==> src/rtl/assert_macros.svh <==
// Assertion macros shared by the RTL of the sine/cosine generator.
// No dependencies; the macros compile to nothing when SYNTHESIS is defined.
`ifndef ASSERT_MACROS_SVH
`define ASSERT_MACROS_SVH

`ifndef SYNTHESIS
`define ASSERT_PROP(lbl, clk, rst_n, prop, msg) \
    lbl: assert property (@(posedge clk) disable iff (!rst_n) prop) else $error(msg);
`define ASSERT_NEVER(lbl, clk, rst_n, expr, msg) \
    lbl: assert property (@(posedge clk) disable iff (!rst_n) !(expr)) else $error(msg);
`else
`define ASSERT_PROP(lbl, clk, rst_n, prop, msg)
`define ASSERT_NEVER(lbl, clk, rst_n, expr, msg)
`endif

`endif

==> src/rtl/dpsc_pkg.sv <==
// Package of the degree-phase sine/cosine generator: widths, phase and CORDIC
// constants, arctangent table, sequencer and register types. No dependencies.
package dpsc_pkg;

    localparam int CORDIC_STEPS        = 16;
    localparam int PHASE_FRACTION_BITS = 16;

    localparam int PHASE_W  = 25;
    localparam int STEP_W   = 26;
    localparam int AMP_W    = 16;
    localparam int SAMPLE_W = 16;

    localparam int S_TDATA_W = 8;
    localparam int M_TDATA_W = 48;
    localparam int PADDR_W   = 4;
    localparam int PDATA_W   = 32;

    // CORDIC datapath, Q30 with headroom
    localparam int CW     = 33;
    localparam int Q_FRAC = 30;
    localparam int ITER_W = (CORDIC_STEPS > 1) ? $clog2(CORDIC_STEPS) : 1;

    localparam int MUL_A_W = CW;
    localparam int MUL_B_W = 19;
    localparam int MUL_P_W = MUL_A_W + MUL_B_W;

    localparam logic [PHASE_W-1:0] FULL_TURN    = PHASE_W'(360 << PHASE_FRACTION_BITS);
    localparam logic [PHASE_W-1:0] QUARTER_TURN = PHASE_W'(90 << PHASE_FRACTION_BITS);
    localparam logic [PHASE_W-1:0] HALF_TURN    = PHASE_W'(180 << PHASE_FRACTION_BITS);
    localparam logic [PHASE_W-1:0] THREE_QUARTER_TURN = PHASE_W'(270 << PHASE_FRACTION_BITS);

    // degrees to radians, Q40: floor(floor(pi * 2^60) / 2^20 / 180)
    localparam int DEG2RAD_W    = 35;
    localparam int DEG2RAD_LO_W = 18;
    localparam logic [DEG2RAD_W-1:0] DEG2RAD = 35'd19190098068;
    localparam logic [DEG2RAD_LO_W-1:0] DEG2RAD_LO = DEG2RAD[DEG2RAD_LO_W-1:0];
    localparam logic [DEG2RAD_W-DEG2RAD_LO_W-1:0] DEG2RAD_HI = DEG2RAD[DEG2RAD_W-1:DEG2RAD_LO_W];
    localparam int RAD_SHIFT = 10 + PHASE_FRACTION_BITS;
    localparam int RAD_SUM_W = PHASE_W + DEG2RAD_W;

    localparam logic signed [CW-1:0] GAIN_Q30 = CW'(32'h26DD3B6A);

    // atan(2^-i) in Q30, rounded half up
    localparam int ATAN_DEPTH = 24;
    localparam int ATAN_AW    = 5;
    localparam logic [31:0] ATAN_TABLE [ATAN_DEPTH] = '{
        32'd843314857, 32'd497837829, 32'd263043837, 32'd133525159,
        32'd67021687,  32'd33543516,  32'd16775851,  32'd8388437,
        32'd4194283,   32'd2097149,   32'd1048576,   32'd524288,
        32'd262144,    32'd131072,    32'd65536,     32'd32768,
        32'd16384,     32'd8192,      32'd4096,      32'd2048,
        32'd1024,      32'd512,       32'd256,       32'd128
    };

    localparam int SAMPLE_MAX = 32767;

    typedef enum logic [2:0] {
        ST_IDLE,
        ST_FOLD,
        ST_MUL_LO,
        ST_MUL_HI,
        ST_RAD,
        ST_ROT,
        ST_SEL,
        ST_SCALE
    } state_t;

    typedef enum logic [1:0] {
        REG_WAVEFORM,
        REG_AMPLITUDE,
        REG_START_ANGLE,
        REG_PHASE_STEP
    } reg_idx_t;

    typedef struct packed {
        logic load;
        logic step;
    } cordic_ctrl_t;

endpackage

==> src/rtl/dpsc_mul.sv <==
// Shared signed multiplier with a registered product.
// Depends on dpsc_pkg for operand widths.
module dpsc_mul (
    input  logic                                 clk,
    input  logic signed [dpsc_pkg::MUL_A_W-1:0]  a,
    input  logic signed [dpsc_pkg::MUL_B_W-1:0]  b,
    output logic signed [dpsc_pkg::MUL_P_W-1:0]  prod
);
    import dpsc_pkg::*;

    logic signed [MUL_P_W-1:0] prod_reg;

    always_ff @(posedge clk)
    begin
        prod_reg <= MUL_P_W'(a) * MUL_P_W'(b);
    end

    assign prod = prod_reg;

endmodule

==> src/rtl/dpsc_cordic.sv <==
// Iterative CORDIC rotation engine: one add/shift micro-rotation per cycle while ctrl.step is high.
// Depends on dpsc_pkg for widths, gain and arctangent table.
module dpsc_cordic (
    input  logic                             clk,
    input  logic                             rst_n,
    input  dpsc_pkg::cordic_ctrl_t           ctrl,
    input  logic signed [dpsc_pkg::CW-1:0]   z_init,
    output logic signed [dpsc_pkg::CW-1:0]   x,
    output logic signed [dpsc_pkg::CW-1:0]   y,
    output logic                             last
);
    import dpsc_pkg::*;

    logic signed [CW-1:0] x_reg, y_reg, z_reg;
    logic signed [CW-1:0] x_next, y_next, z_next;
    logic signed [CW-1:0] dx, dy, angle;
    logic [ITER_W-1:0]    iter_reg;

    assign dx    = y_reg >>> iter_reg;
    assign dy    = x_reg >>> iter_reg;
    assign angle = CW'(ATAN_TABLE[ATAN_AW'(iter_reg)]);

    always_comb
    begin
        if (!z_reg[CW-1])
        begin
            x_next = x_reg - dx;
            y_next = y_reg + dy;
            z_next = z_reg - angle;
        end
        else
        begin
            x_next = x_reg + dx;
            y_next = y_reg - dy;
            z_next = z_reg + angle;
        end
    end

    always_ff @(posedge clk or negedge rst_n)
    begin
        if (!rst_n)
            iter_reg <= '0;
        else if (ctrl.load)
            iter_reg <= '0;
        else if (ctrl.step)
            iter_reg <= iter_reg + ITER_W'(1);
    end

    always_ff @(posedge clk)
    begin
        if (ctrl.load)
        begin
            x_reg <= GAIN_Q30;
            y_reg <= '0;
            z_reg <= z_init;
        end
        else if (ctrl.step)
        begin
            x_reg <= x_next;
            y_reg <= y_next;
            z_reg <= z_next;
        end
    end

    assign x    = x_reg;
    assign y    = y_reg;
    assign last = (iter_reg == ITER_W'(CORDIC_STEPS - 1));

endmodule

==> src/rtl/degree_phase_sine_cosine_generator.sv <==
// An accepted input word runs through the states FOLD, MUL_LO, MUL_HI, RAD, ROT, SEL and SCALE;
// the ROT state runs the CORDIC loop, one micro-rotation a cycle on the shared add/shift unit.
// The input stalls while a word is in work; a finished word waits in the output register.
// Reset (rst_n, async, active low): configuration registers to their reset values, phase 0, output empty.
module degree_phase_sine_cosine_generator (
    input  logic                              clk,
    input  logic                              rst_n,
    input  logic                              s_axis_tvalid,
    output logic                              s_axis_tready,
    input  logic [dpsc_pkg::S_TDATA_W-1:0]    s_axis_tdata,   // [0] restart
    output logic                              m_axis_tvalid,
    input  logic                              m_axis_tready,
    output logic [dpsc_pkg::M_TDATA_W-1:0]    m_axis_tdata,   // [15:0] sample, [40:16] phase_used
    input  logic                              psel,
    input  logic                              penable,
    input  logic                              pwrite,
    input  logic [dpsc_pkg::PADDR_W-1:0]      paddr,
    input  logic [dpsc_pkg::PDATA_W-1:0]      pwdata,
    output logic [dpsc_pkg::PDATA_W-1:0]      prdata,
    output logic                              pready
);
    import dpsc_pkg::*;
    `include "assert_macros.svh"

    localparam logic signed [MUL_P_W-1:0] TRUNC_BIAS = (MUL_P_W'(1) <<< Q_FRAC) - MUL_P_W'(1);
    localparam logic signed [MUL_P_W-1:0] SAT_HI     = MUL_P_W'(SAMPLE_MAX);
    localparam logic signed [MUL_P_W-1:0] SAT_LO     = -SAT_HI;
    localparam logic signed [SAMPLE_W-1:0] SAMPLE_LO = -SAMPLE_W'(SAMPLE_MAX);
    localparam logic signed [STEP_W+1:0]  FULL_S     = $signed((STEP_W+2)'(FULL_TURN));

    // configuration
    logic                      waveform_reg;
    logic signed [AMP_W-1:0]   amplitude_reg;
    logic [PHASE_W-1:0]        start_angle_reg;
    logic signed [STEP_W-1:0]  phase_step_reg;
    logic                      cfg_wr;
    reg_idx_t                  cfg_idx;

    // sequencer and datapath
    state_t                    state_reg, state_next;
    logic [PHASE_W-1:0]        phase_reg, phase_next;
    logic [PHASE_W-1:0]        p_reg, r_reg, step_mod_reg;
    logic [1:0]                q_reg;
    logic [MUL_P_W-1:0]        lo_prod_reg;
    logic                      out_valid_reg;
    logic signed [SAMPLE_W-1:0] out_sample_reg;
    logic [PHASE_W-1:0]        out_phase_reg;

    logic                      accept, out_load;
    logic [PHASE_W-1:0]        start_mod, fold_r;
    logic [1:0]                fold_q, quad;
    logic signed [STEP_W+1:0]  step_ext, step_wrap;
    logic [PHASE_W:0]          phase_sum;
    logic [RAD_SUM_W-1:0]      rad_sum;
    logic signed [CW-1:0]      z_init, cx, cy, u_sel;
    logic                      cordic_last;
    cordic_ctrl_t              cordic_ctrl;
    logic signed [MUL_A_W-1:0] mul_a;
    logic signed [MUL_B_W-1:0] mul_b;
    logic signed [MUL_P_W-1:0] mul_prod, prod_bias, scaled;
    logic signed [SAMPLE_W-1:0] sample_sat;

    dpsc_mul u_mul (
        .clk  (clk),
        .a    (mul_a),
        .b    (mul_b),
        .prod (mul_prod)
    );

    dpsc_cordic u_cordic (
        .clk    (clk),
        .rst_n  (rst_n),
        .ctrl   (cordic_ctrl),
        .z_init (z_init),
        .x      (cx),
        .y      (cy),
        .last   (cordic_last)
    );

    // APB register file
    assign pready  = 1'b1;
    assign cfg_wr  = psel & penable & pwrite;
    assign cfg_idx = reg_idx_t'(paddr[PADDR_W-1:2]);

    always_ff @(posedge clk or negedge rst_n)
    begin
        if (!rst_n)
        begin
            waveform_reg    <= 1'b0;
            amplitude_reg   <= AMP_W'(SAMPLE_MAX);
            start_angle_reg <= '0;
            phase_step_reg  <= STEP_W'(1 << PHASE_FRACTION_BITS);
        end
        else if (cfg_wr)
        begin
            unique case (cfg_idx)
                REG_WAVEFORM:    waveform_reg    <= pwdata[0];
                REG_AMPLITUDE:   amplitude_reg   <= pwdata[AMP_W-1:0];
                REG_START_ANGLE: start_angle_reg <= pwdata[PHASE_W-1:0];
                REG_PHASE_STEP:  phase_step_reg  <= pwdata[STEP_W-1:0];
            endcase
        end
    end

    always_comb
    begin
        unique case (cfg_idx)
            REG_WAVEFORM:    prdata = PDATA_W'(waveform_reg);
            REG_AMPLITUDE:   prdata = PDATA_W'($unsigned(amplitude_reg));
            REG_START_ANGLE: prdata = PDATA_W'(start_angle_reg);
            REG_PHASE_STEP:  prdata = PDATA_W'($unsigned(phase_step_reg));
        endcase
    end

    // phase arithmetic
    assign accept    = s_axis_tvalid & s_axis_tready;
    assign start_mod = (start_angle_reg >= FULL_TURN) ? (start_angle_reg - FULL_TURN)
                                                      : start_angle_reg;

    always_comb
    begin
        priority if (p_reg >= THREE_QUARTER_TURN)
        begin
            fold_q = 2'd3;
            fold_r = p_reg - THREE_QUARTER_TURN;
        end
        else if (p_reg >= HALF_TURN)
        begin
            fold_q = 2'd2;
            fold_r = p_reg - HALF_TURN;
        end
        else if (p_reg >= QUARTER_TURN)
        begin
            fold_q = 2'd1;
            fold_r = p_reg - QUARTER_TURN;
        end
        else
        begin
            fold_q = 2'd0;
            fold_r = p_reg;
        end
    end

    assign step_ext = (STEP_W+2)'(phase_step_reg);

    always_comb
    begin
        priority if (step_ext < -FULL_S)
            step_wrap = step_ext + FULL_S + FULL_S;
        else if (step_ext < 0)
            step_wrap = step_ext + FULL_S;
        else if (step_ext >= FULL_S)
            step_wrap = step_ext - FULL_S;
        else
            step_wrap = step_ext;
    end

    assign phase_sum  = {1'b0, p_reg} + {1'b0, step_mod_reg};
    assign phase_next = (phase_sum >= {1'b0, FULL_TURN}) ? PHASE_W'(phase_sum - {1'b0, FULL_TURN})
                                                         : phase_sum[PHASE_W-1:0];

    // radians: low and high partial products of r * DEG2RAD
    assign rad_sum = RAD_SUM_W'(lo_prod_reg)
                   + (RAD_SUM_W'($unsigned(mul_prod)) << DEG2RAD_LO_W);
    assign z_init  = CW'(rad_sum >> RAD_SHIFT);

    // quadrant unfold
    assign quad = q_reg + {1'b0, waveform_reg};

    always_comb
    begin
        unique case (quad)
            2'd0: u_sel = cy;
            2'd1: u_sel = cx;
            2'd2: u_sel = -cy;
            2'd3: u_sel = -cx;
        endcase
    end

    // scale, truncate toward zero, saturate
    assign prod_bias = mul_prod + (mul_prod[MUL_P_W-1] ? TRUNC_BIAS : MUL_P_W'(0));
    assign scaled    = prod_bias >>> Q_FRAC;

    always_comb
    begin
        priority if (scaled > SAT_HI)
            sample_sat = SAMPLE_W'(SAMPLE_MAX);
        else if (scaled < SAT_LO)
            sample_sat = SAMPLE_LO;
        else
            sample_sat = scaled[SAMPLE_W-1:0];
    end

    // sequencer
    always_ff @(posedge clk or negedge rst_n)
    begin
        if (!rst_n)
            state_reg <= ST_IDLE;
        else
            state_reg <= state_next;
    end

    always_comb
    begin
        state_next    = state_reg;
        s_axis_tready = 1'b0;
        cordic_ctrl   = '0;
        mul_a         = '0;
        mul_b         = '0;
        out_load      = 1'b0;
        unique case (state_reg)
            ST_IDLE:
            begin
                s_axis_tready = 1'b1;
                if (s_axis_tvalid)
                    state_next = ST_FOLD;
            end
            ST_FOLD:
                state_next = ST_MUL_LO;
            ST_MUL_LO:
            begin
                mul_a      = MUL_A_W'(r_reg);
                mul_b      = MUL_B_W'(DEG2RAD_LO);
                state_next = ST_MUL_HI;
            end
            ST_MUL_HI:
            begin
                mul_a      = MUL_A_W'(r_reg);
                mul_b      = MUL_B_W'(DEG2RAD_HI);
                state_next = ST_RAD;
            end
            ST_RAD:
            begin
                cordic_ctrl.load = 1'b1;
                state_next       = ST_ROT;
            end
            ST_ROT:
            begin
                cordic_ctrl.step = 1'b1;
                if (cordic_last)
                    state_next = ST_SEL;
            end
            ST_SEL:
            begin
                mul_a      = u_sel;
                mul_b      = MUL_B_W'(amplitude_reg);
                state_next = ST_SCALE;
            end
            ST_SCALE:
            begin
                // operands held so the product survives an output stall
                mul_a = u_sel;
                mul_b = MUL_B_W'(amplitude_reg);
                if (!out_valid_reg || m_axis_tready)
                begin
                    out_load   = 1'b1;
                    state_next = ST_IDLE;
                end
            end
            default:
                state_next = ST_IDLE;
        endcase
    end

    always_ff @(posedge clk or negedge rst_n)
    begin
        if (!rst_n)
        begin
            phase_reg     <= '0;
            out_valid_reg <= 1'b0;
        end
        else
        begin
            if (state_reg == ST_MUL_LO)
                phase_reg <= phase_next;
            if (out_load)
                out_valid_reg <= 1'b1;
            else if (m_axis_tready)
                out_valid_reg <= 1'b0;
        end
    end

    always_ff @(posedge clk)
    begin
        if (accept)
            p_reg <= s_axis_tdata[0] ? start_mod : phase_reg;
        if (state_reg == ST_FOLD)
        begin
            q_reg        <= fold_q;
            r_reg        <= fold_r;
            step_mod_reg <= PHASE_W'(step_wrap);
        end
        if (state_reg == ST_MUL_HI)
            lo_prod_reg <= $unsigned(mul_prod);
        if (out_load)
        begin
            out_sample_reg <= sample_sat;
            out_phase_reg  <= p_reg;
        end
    end

    assign m_axis_tvalid = out_valid_reg;
    assign m_axis_tdata  = M_TDATA_W'({out_phase_reg, out_sample_reg});

    `ASSERT_NEVER(a_phase_range, clk, rst_n, phase_reg >= FULL_TURN, "phase left [0, 360)")
    `ASSERT_PROP(a_fold_range, clk, rst_n, (state_reg == ST_MUL_LO) |-> (r_reg < QUARTER_TURN), "fold remainder beyond a quarter turn")
    `ASSERT_PROP(a_accept_fold, clk, rst_n, accept |=> (state_reg == ST_FOLD), "accepted word did not start")
    `ASSERT_PROP(a_rot_done, clk, rst_n, (state_reg == ST_ROT && cordic_last) |=> (state_reg == ST_SEL), "rotation loop overran")
    `ASSERT_PROP(a_sample_sat, clk, rst_n, m_axis_tvalid |-> (out_sample_reg >= SAMPLE_LO), "sample below saturation bound")

endmodule
==> config.mk <==
export PLATFORM = sky130hd
export DESIGN_NAME = degree_phase_sine_cosine_generator
export DESIGN_NICKNAME = d
export VERILOG_FILES = /design/src/rtl/dpsc_pkg.sv /design/src/rtl/dpsc_mul.sv /design/src/rtl/dpsc_cordic.sv /design/src/rtl/degree_phase_sine_cosine_generator.sv
export VERILOG_INCLUDE_DIRS = /design/src /design/src/rtl
export SDC_FILE = /design/constraint.sdc
export NUM_CORES = 2
export LEC_CHECK = 0
export BUFFER_PORTS_ARGS = -buffer_cell sky130_fd_sc_hd__buf_4
export CORE_AREA = 2 2 289 505
export CTS_BUF_LIST = sky130_fd_sc_hd__clkbuf_8
export DETAILED_ROUTE_END_ITERATION = 16
export DIE_AREA = 0 0 291 507
export SLEW_MARGIN = 20
export SYNTH_ARGS = -nofsm -noshare
export SYNTH_HDL_FRONTEND = slang
export SYNTH_HIERARCHICAL = 1
export SYNTH_SLANG_ARGS = --single-unit
==> constraint.sdc <==
create_clock -name clk -period 13 [get_ports clk]
set_clock_uncertainty 0.05 [all_clocks]
set_input_delay 1.95 -clock clk [delete_from_list [all_inputs] [get_ports clk]]
set_output_delay 1.95 -clock clk [all_outputs]
set_load 0.005 [all_outputs]
==> metrics.log <==
[metrics] r2r worst-path depth: 34
[metrics] horizontal extent of the die: 291 microns
[metrics] Vias/cell: 5.576
[metrics] synthesized area: 54190 sq um
[metrics] via count of the first global-routing pass: 45610
[metrics] global-route usage over all layers: 23.08%
[metrics] delay of the slowest cell on the worst path: 0.74 ns
[metrics] maximum clock insertion buffer count: 3
[metrics] worst setup slack after placement: 3.222 ns
[metrics] least setup slack across all paths after layout: 3.119 ns
[metrics] final hold violations: 0
[metrics] antenna violation net count after detailed routing: 0
[metrics] worst setup path category: reg -> reg
[metrics] outcome: completed
[metrics] clock buffers created by TritonCTS: 68
[metrics] average wire per cell in the routed design: 21.74 microns
[metrics] final hold slack: 0.4292 ns
[metrics] # nets final: 6912
[metrics] number of distinct library cells after synthesis: 127
[metrics] cell total after placement: 7685
[metrics] class of the tightest hold or removal check: reg -> reg
[metrics] measured slew at the worst slew-check pin: 1.032 ns
[metrics] starting density of the core: 37.78%
[metrics] cell type with the largest total area after synthesis: sky130_fd_sc_hd__fa_1
[metrics] mean area per synthesized cell: 9.193 sq um
[metrics] critical path peak fanout: 19
[metrics] gp weighted congestion: 0.9417
[metrics] Syn. warnings: 6
[metrics] Boundary Pins: 134
[metrics] clock network latency to the later pin of the worst-skew pair: 0.77 ns
[metrics] number of max-slew violations in the final report: 0
[metrics] sequential element share of the synthesized area: 19.31%
[metrics] hold_buf cts: 0
[metrics] Worst IR Drop VDD: 175.4 uV
[metrics] total of flip-flops plus latches after synthesis: 404
[metrics] proportion of register bits with asynchronous set or reset after synthesis: 25.00%
[metrics] post-route minimum period: 9.881 ns
[metrics] placed standard-cell area: 56930 sq um
[metrics] crit path max-delay cell type: sky130_fd_sc_hd__fa_1
[metrics] library cell with the highest instance count after synthesis: sky130_fd_sc_hd__inv_1
[metrics] HPWL after detailed placement: 132200 microns
[metrics] area share of the leading cell type in the synthesized netlist: 22.57%
[metrics] number of antenna violations at the first check in global routing: 9
[metrics] CTS clock-pin slew for the worst setup and hold paths: 0.06 ns
[metrics] highest clock frequency the design can meet: 101.2 MHz
[metrics] most numerous cell on the critical path: sky130_fd_sc_hd__inv_1
[metrics] total of endpoints with negative setup slack in the final report: 0
[metrics] clock sinks: 404
[metrics] setup TNS after final layout: 0 ns
[metrics] post-layout util: 40.71%
[metrics] headroom to the max-slew limit: 30.55%
[metrics] pin count of the biggest net entering global routing: 87
[metrics] final standard cell count with taps included and fillers excluded: 7813
[metrics] count of flip-flops with a built-in enable after synthesis: 185
[metrics] total number of vias: 43560
[metrics] Syn Inst Count: 5894
[metrics] CP Data Arrival Time: 10.44 ns
[metrics] ranking of synthesized cells by instance count: sky130_fd_sc_hd__inv_1 (672), sky130_fd_sc_hd__nand2_1 (649), sky130_fd_sc_hd__fa_1 (611)
[metrics] Port Buffer Count: 104
[metrics] clock tree from TritonCTS: done
[metrics] Total Die Area: 147500 sq um
[metrics] Largest register FFs: 52
[metrics] Iter 0 DRT Violations: 2978
[metrics] power per cell area: 271.7 nW/um^2
[metrics] post-route clock period utilization: 76.01%
[metrics] Clock Tree Root: sky130_fd_sc_hd__clkbuf_8
[metrics] total power draw: 15.86 mW
[metrics] CP startpoint kind: register
[metrics] unrepaired setup endpoints after global routing: false
[metrics] count of buffers added by post-CTS timing repair for setup: 0
[metrics] number of maximum-capacitance constraint violations: 0
[metrics] Leakage: 26.61 nW
[metrics] GRT Residual Overflow: 0
[metrics] layout cells sized above 1: 11.18%
[metrics] most frequently used flop master after synthesis: sky130_fd_sc_hd__edfxtp_1
[metrics] growth of design area from synthesis to finish: 7.747%
[metrics] DR pass1 iterations: 5
[metrics] instance count along the most critical hold path: 1
[metrics] DIE HEIGHT: 507 microns
[metrics] worst path required time: 13.55 ns
[metrics] top area cells in the synthesized netlist: sky130_fd_sc_hd__fa_1 (23%), sky130_fd_sc_hd__edfxtp_1 (10%), sky130_fd_sc_hd__ha_1 (8.2%)
[metrics] H-tree Lvls: 3
[metrics] number of standard-cell rows in the floorplan: 184
[metrics] post-layout instance area: 58380 sq um
[metrics] Remaining DRCs: 0
[metrics] first-pass GRT wire length: 262400 microns
[metrics] Resized cells post-CTS: 0
[metrics] sum of routed wire length over all layers: 169800 microns
[metrics] type of element capturing the critical path: register
[metrics] area of the core: 143400 sq um
==> layout by cell type (no fill, tap or decap), types with 15 or more instances in the layout <==
master and n:
sky130_fd_sc_hd__a211o_1 22, sky130_fd_sc_hd__a211oi_1 51, sky130_fd_sc_hd__a21o_1 107, sky130_fd_sc_hd__a21oi_1 352, sky130_fd_sc_hd__a22o_1 16, sky130_fd_sc_hd__a31oi_1 65
sky130_fd_sc_hd__and2_1 311, sky130_fd_sc_hd__and3_1 27, sky130_fd_sc_hd__buf_4 217, sky130_fd_sc_hd__clkbuf_8 75, sky130_fd_sc_hd__clkinv_2 15, sky130_fd_sc_hd__dfrtp_1 81
sky130_fd_sc_hd__dfstp_2 16, sky130_fd_sc_hd__dfxtp_1 118, sky130_fd_sc_hd__edfxtp_1 185, sky130_fd_sc_hd__fa_1 611, sky130_fd_sc_hd__ha_1 354, sky130_fd_sc_hd__inv_1 689
sky130_fd_sc_hd__mux2_2 140, sky130_fd_sc_hd__mux2i_1 76, sky130_fd_sc_hd__mux4_2 76, sky130_fd_sc_hd__nand2_1 649, sky130_fd_sc_hd__nand2b_1 44, sky130_fd_sc_hd__nand3_1 64
sky130_fd_sc_hd__nand4_1 40, sky130_fd_sc_hd__nor2_1 350, sky130_fd_sc_hd__nor2b_1 68, sky130_fd_sc_hd__nor3_1 55, sky130_fd_sc_hd__nor3b_1 15, sky130_fd_sc_hd__nor4_1 29
sky130_fd_sc_hd__o211ai_1 23, sky130_fd_sc_hd__o21a_1 30, sky130_fd_sc_hd__o21ai_0 250, sky130_fd_sc_hd__o22ai_1 17, sky130_fd_sc_hd__o31ai_1 27, sky130_fd_sc_hd__or2_2 17
sky130_fd_sc_hd__or3_1 23, sky130_fd_sc_hd__xnor2_1 209, sky130_fd_sc_hd__xor2_1 145
==> path summary, 6_finish.rpt <==
check                                                       to  slack (ns)                       start
min in group asynchronous       phase_step_reg[25]$_DFFE_PN0P_        1.20                       rst_n
worst max-delay path                    u_mul/prod[51]$_DFF_P_        3.12  u_cordic/x[3]$_SDFFE_PP1P_
max in group asynchronous             phase_reg[0]$_DFFE_PN0P_       10.41                       rst_n
worst min-delay path                  phase_reg[4]$_DFFE_PN0P_        0.43    phase_reg[4]$_DFFE_PN0P_
worst min register to register        phase_reg[4]$_DFFE_PN0P_        0.43    phase_reg[4]$_DFFE_PN0P_
worst max register to register          u_mul/prod[51]$_DFF_P_        3.12  u_cordic/x[3]$_SDFFE_PP1P_
==> layout make-up <==
| class | instances | area [sq um] |
|---|---|---|
| Tap cell | 1860 | 2327 |
| Multi-Input combinational cell | 4529 | 39960 |
| Clock inverter | 50 | 414.1 |
| Inverter | 675 | 2534 |
| Timing Repair Buffer | 217 | 1629 |
| Antenna cell | 3 | 7.507 |
| Fill cell | 14230 | 85040 |
| Sequential cell | 404 | 10480 |
| Clock buffer | 75 | 1032 |
==> metal layers <==
| layer | GRT usage [%] | up-vias | routed length [microns] |
|---|---|---|---|
| li1 | - | 19860 | - |
| met1 | 24.77 | 21870 | 61480 |
| met2 | 42.76 | 1367 | 88700 |
| met3 | 2.887 | 455 | 8211 |
| met4 | 14.39 | 8 | 11380 |
| met5 | 0 | - | 49 |
==> worst max-delay path, delay by kind of cell, from the launching register on <==
family	cells	cell delay (ns)
fa+ha+maj	8	4.04
simple gates	9	2.42
compound gates	7	1.39
buf+inv	8	1.06
flops	1	0.42
xor+xnor	2	0.32
==> power breakdown <==
part	internal, mW	leakage (nW)	switching [mW]
Clock	0.649	0.822	0.607
Sequential	1.97	3.92	0.638
Combinational	4.88	21.9	7.12
Total	7.49	26.6	8.37
==> cell families after synthesis <==
family / count (synthesis) / share of synthesized area [%]
and+or+nand+nor: 1762 / 15.86
other: 2 / 0.01386
adders and majority gates: 966 / 30.77
muxes: 296 / 7.638
buffers and inverters: 973 / 7.163
DFF: 404 / 19.31
AOI/OAI and AO/OA: 1135 / 13.49
xor gates and xnor gates: 356 / 5.754
(Power assumes the default switching activity.)
